===== config.mk =====
export PLATFORM = sky130hd
export DESIGN_NAME = trzb_queue
export DESIGN_NICKNAME = d
export VERILOG_FILES = /design/src/rtl/core/trzb_pkg.sv /design/src/rtl/core/trzb_queue.sv
export SDC_FILE = /design/constraint.sdc
export NUM_CORES = 1
export LEC_CHECK = 0
export ABC_AREA = 1
export BUFFER_PORTS_ARGS = -buffer_cell sky130_fd_sc_hd__clkbuf_2
export CAP_MARGIN = 20
export CORE_MARGIN = 3
export CORE_UTILIZATION = 51
export DETAILED_ROUTE_END_ITERATION = 6
export PLACE_DENSITY = 0.78
export SLEW_MARGIN = 0
export SYNTH_ARGS = -nofsm -noshare
export SYNTH_HDL_FRONTEND = slang
export SYNTH_SLANG_ARGS = --single-unit

===== constraint.sdc =====
create_clock -name clk -period 2.55 [get_ports clk]
set_clock_uncertainty 0.1 [all_clocks]
set_input_delay 0.255 -clock clk [delete_from_list [all_inputs] [get_ports clk]]
set_output_delay 0.255 -clock clk [all_outputs]
set_load 0.02 [all_outputs]

===== src/rtl/core/trzb_pkg.sv =====
package trzb_pkg;

  localparam int MaxWidth   = 256;
  localparam int MaxHeight  = 256;
  localparam int CoordW     = 8;
  localparam int AddrW      = 16;
  localparam int DepthW     = 16;
  localparam int AreaW      = 40;
  localparam int NumW       = 58;
  localparam int CfgIdxW    = 1;
  localparam int CfgDataW   = 9;
  localparam logic [15:0] DepthMax = 16'hFF00;

  localparam logic CFG_FB_WIDTH  = 1'b0;
  localparam logic CFG_FB_HEIGHT = 1'b1;

  localparam logic OP_LOAD    = 1'b0;
  localparam logic OP_ADVANCE = 1'b1;

  typedef struct packed {
    logic               op;
    logic signed [15:0] a_x;
    logic signed [15:0] a_y;
    logic signed [15:0] a_z;
    logic signed [15:0] b_x;
    logic signed [15:0] b_y;
    logic signed [15:0] b_z;
    logic signed [15:0] c_x;
    logic signed [15:0] c_y;
    logic signed [15:0] c_z;
  } in_item_t;

  typedef struct packed {
    logic [7:0] pix_x;
    logic [7:0] pix_y;
    logic       drawn;
    logic [7:0] shade;
    logic       last;
  } out_item_t;

  // Triangle setup passed from front to back.
  typedef struct packed {
    logic signed [15:0] ax, ay, az, bx, by, bz, cx, cy, cz;
    logic signed [AreaW-1:0] area;
    logic [CoordW-1:0] xl, xh, yl, yh;
  } tri_t;

  // Queue entry: one pixel to shade.
  typedef struct packed {
    logic              newtri;
    logic [CoordW-1:0] x;
    logic [CoordW-1:0] y;
    logic              last;
  } pix_job_t;

endpackage


===== src/rtl/core/trzb_queue.sv =====
module trzb_queue (
  input  logic                clk,
  input  logic                rst_n,
  input  logic                wr_valid,
  output logic                wr_stall,
  input  trzb_pkg::pix_job_t  wr_data,
  output logic                rd_valid,
  input  logic                rd_take,
  output trzb_pkg::pix_job_t  rd_data
);

  trzb_pkg::pix_job_t q_r [2];
  logic       wp_r, rp_r;
  logic [1:0] cnt_r;
  logic       push, pop;

  assign wr_stall = (cnt_r == 2'd2);
  assign rd_valid = (cnt_r != 2'd0);
  assign rd_data  = q_r[rp_r];
  assign push     = wr_valid && !wr_stall;
  assign pop      = rd_valid && rd_take;

  always_ff @(posedge clk) begin
    if (push) begin
      q_r[wp_r] <= wr_data;
    end
  end

  always_ff @(posedge clk) begin
    if (!rst_n) begin
      wp_r <= 1'b0; rp_r <= 1'b0; cnt_r <= '0;
    end else begin
      if (push) wp_r <= ~wp_r;
      if (pop)  rp_r <= ~rp_r;
      cnt_r <= cnt_r + 2'(push) - 2'(pop);
    end
  end

endmodule


==> results.yml <==
run_status:
  outcome: "complete, no violations"
synth:
  syn_area_um2: 1600
  syn_avg_cell_area_um2: 17.2
  ys_warn_count: 0
  ys_seq_elements: 41
  synthCells: 93
  synth_nets: 117
  synth.distinct_cells: 12
  synth_top_area_cell: "edfxtp_1"
  yosysTopAreaCellShare_pct: 67.7
  yosys-top-cells-area: "edfxtp_1, mux2_4, dfxtp_1"
  synth-seq-area-share_pct: 74.0
power_and_ir_drop:
  p_leak_uw: 0.000884
  cellPowerDensity_nw_per_um2: 914
  peakVddDrop_v: 0.000527
  total_power_uw: 1910
job:
  cap_viol_max_count: 0
floorplan:
  chipWidth_um: 62.0
  start_util_pct: 55.5
  die_area_um2: 3840
  coreArea_um2: 2880
  pin_count: 42
  die_height_um: 62.0
  num_rows: 19
timing:
  finalSetupTns_ns: 0
  worst_slew_pin_slew_ns: 0.703
  max-slew-margin-rel_pct: 53.1
  grt_setup_unrepaired: "false"
  setup_viol_count_final: 0
  hold_viol: 0
  setup_ws_ns: 0.546
  slew_viol_final: 0
  fin_crit_sh_pct: 78.6
  fmax_mhz: 499
  fin_crit_ns: 2.00
min_path:
  holdPathEnd: "q_r[0][2]"
  hold_path_depth: 1
  hold_path.class: "input pin to flop"
  hp-start: "wr_data[2]"
placement:
  hpwl_um: 1770
  dp_cells: 177
  preCtsSetupSlack_ns: 0.881
  port_buffers: 41
  place_congestion: 0.683
worst_setup_path:
  crit_path_max_fanout: 10
  crit_type: "flop to primary output"
  slowest_delay_ns: 0.55
  cp_top_family: "flip-flops"
  required_ns: 2.19
  timing.rr.start: "cnt_r[0]"
  cp.arrival_ns: 1.65
  reg2reg_setup_slack_ns: 0.88
  crit_slowest_cell: "dfxtp_1"
  crit_chain: "buf_4 -> mux2_4 -> clkbuf_2"
  reg2regPathDepth: 10
  path_buf_inv: 2
  end_kind: "primary output"
  start_kind: "flop"
  r2r_end: "cnt_r[1]"
cells_and_area:
  area_growth_pct: 31.2
  ff_latch_area_um2: 1180
  fin_util_pct: 72.8
  final_cells: 202
  fin_nets: 183
  antennaDiodeCount: 0
  multi_input_area_um2: 354
  final_cell_mix: "clkbuf_2, edfxtp_1, dlygate4sd3_1"
  n_fill_cell: 178
  final_common_cell: "clkbuf_2"
  drive_gt1_share_pct: 43.1
global_route:
  track_usage_pct: 14.0
  grt_pass1_vias: 928
  grt_max_degree: 19
  grt_pass1_wl_um: 3720
  antenna_found_initial: 0
  gr-total-overflow: 0
detailed_routing:
  drt_iter0_drc: 39
  drt_wl_total_um: 2550
  ant_nets: 0
  first_pass_iters: 4
  avgViaCountPerCell: 4.64
  routedWlPerCell_um: 12.6
  drcViolationCount: 0
  vias: 938
clock_tree:
  h-tree-depth: 2
  clockBufferDepth: 2
  clkLatencyLatePin_ns: 0.34
  cts_tree: "yes"
  cts_num_sinks: 41
  cts_buffers: 5
  clk_pin_slew_worst_paths_ns: 0.11
  cts-root-buf: "clkbuf_4"
==> logic make-up (layout without fill, tap and decap cells) <==
| group | after synthesis | count (layout) | synth area share (%) |
|---|---|---|---|
| muxes | 18 | 18 | 15.0 |
| DFF | 41 | 41 | 74.0 |
| AOI/OAI and AO/OA | 2 | 2 | 0.627 |
| adders and majority gates | 2 | 2 | 1.57 |
| and+or+nand+nor | 20 | 20 | 4.94 |
| buffers and inverters | 10 | 77 | 3.84 |
==> sequential cells by signal (all words and copies together), names as in the netlist, named ones only <==
name	cells
cnt_r	2
wp_r	1
q_r	36
rp_r	1
==> cells in the mapped netlist <==
master	instances
buf_12	1
nand2_1	9
nor2_1	8
a21oi_1	2
mux2_4	10
mux2_2	8
dfxtp_1	5
buf_6	1
edfxtp_1	36
inv_1	8
nand3_1	3
ha_1	2
==> cell type report <==
cell class | instances | share of cell area (%)
sequential | 41 | 56.4
timing repair buffer | 61 | 19.0
multi-input combinational | 42 | 16.9
tap | 42 | 2.51
clock inverter | 3 | 1.97
clock buffer | 5 | 1.79
inverter | 8 | 1.43
==> how the worst max path moves through the flow <==
| stage | from | end | slack [ns] | depth (start not counted) |
|---|---|---|---|---|
| after floorplan | cnt_r[0] | q_r[0][0] | 0.72 | 4 |
| after global placement | flop | rd_data[13] | 0.91 | 3 |
| after detailed placement | cnt_r[0] | q_r[1][15] | 0.88 | 4 |
| after CTS | flop | rd_data[13] | 0.49 | 3 |
| after global routing | flop | rd_data[13] | 0.43 | 3 |
| final | flop | rd_data[13] | 0.55 | 3 |
==> through the flow <==
| step | cell area (um2) | hold slack, ns |
|---|---|---|
| after floorplan | 1600 | 0.248 |
| after global placement | 1850 | 0.343 |
| after detailed placement | 1850 | 0.348 |
| after CTS | 2090 | 0.00249 |
| after global routing | 2090 | 0.00236 |
| final | 2090 | 0.0112 |
==> metal layers <==
metal / routed length [um] / vias up / track usage (%)
li1: - / 466 / -
met1: 1030 / 436 / 14.6
met2: 1350 / 29 / 24.9
met3: 120 / 7 / 3.93
met4: 53 / 0 / 8.48
met5: 0 / - / 0
==> power breakdown <==
part           internal (uW)  switching [uW]  leakage (uW)  total (uW)
clock                    203             199     0.0000389         402
sequential               853            48.9      0.000378         902
combinational            266             345      0.000467         612
==> repair_timing <==
item / 4_1_cts / 5_1_grt
hold buffers: 17 / 0
setup buffers: 0 / 0
gates resized for setup: 0 / 0
endpoints found under the hold margin: 33 / 0
No activity file was read; power rests on OpenSTA's default activity.
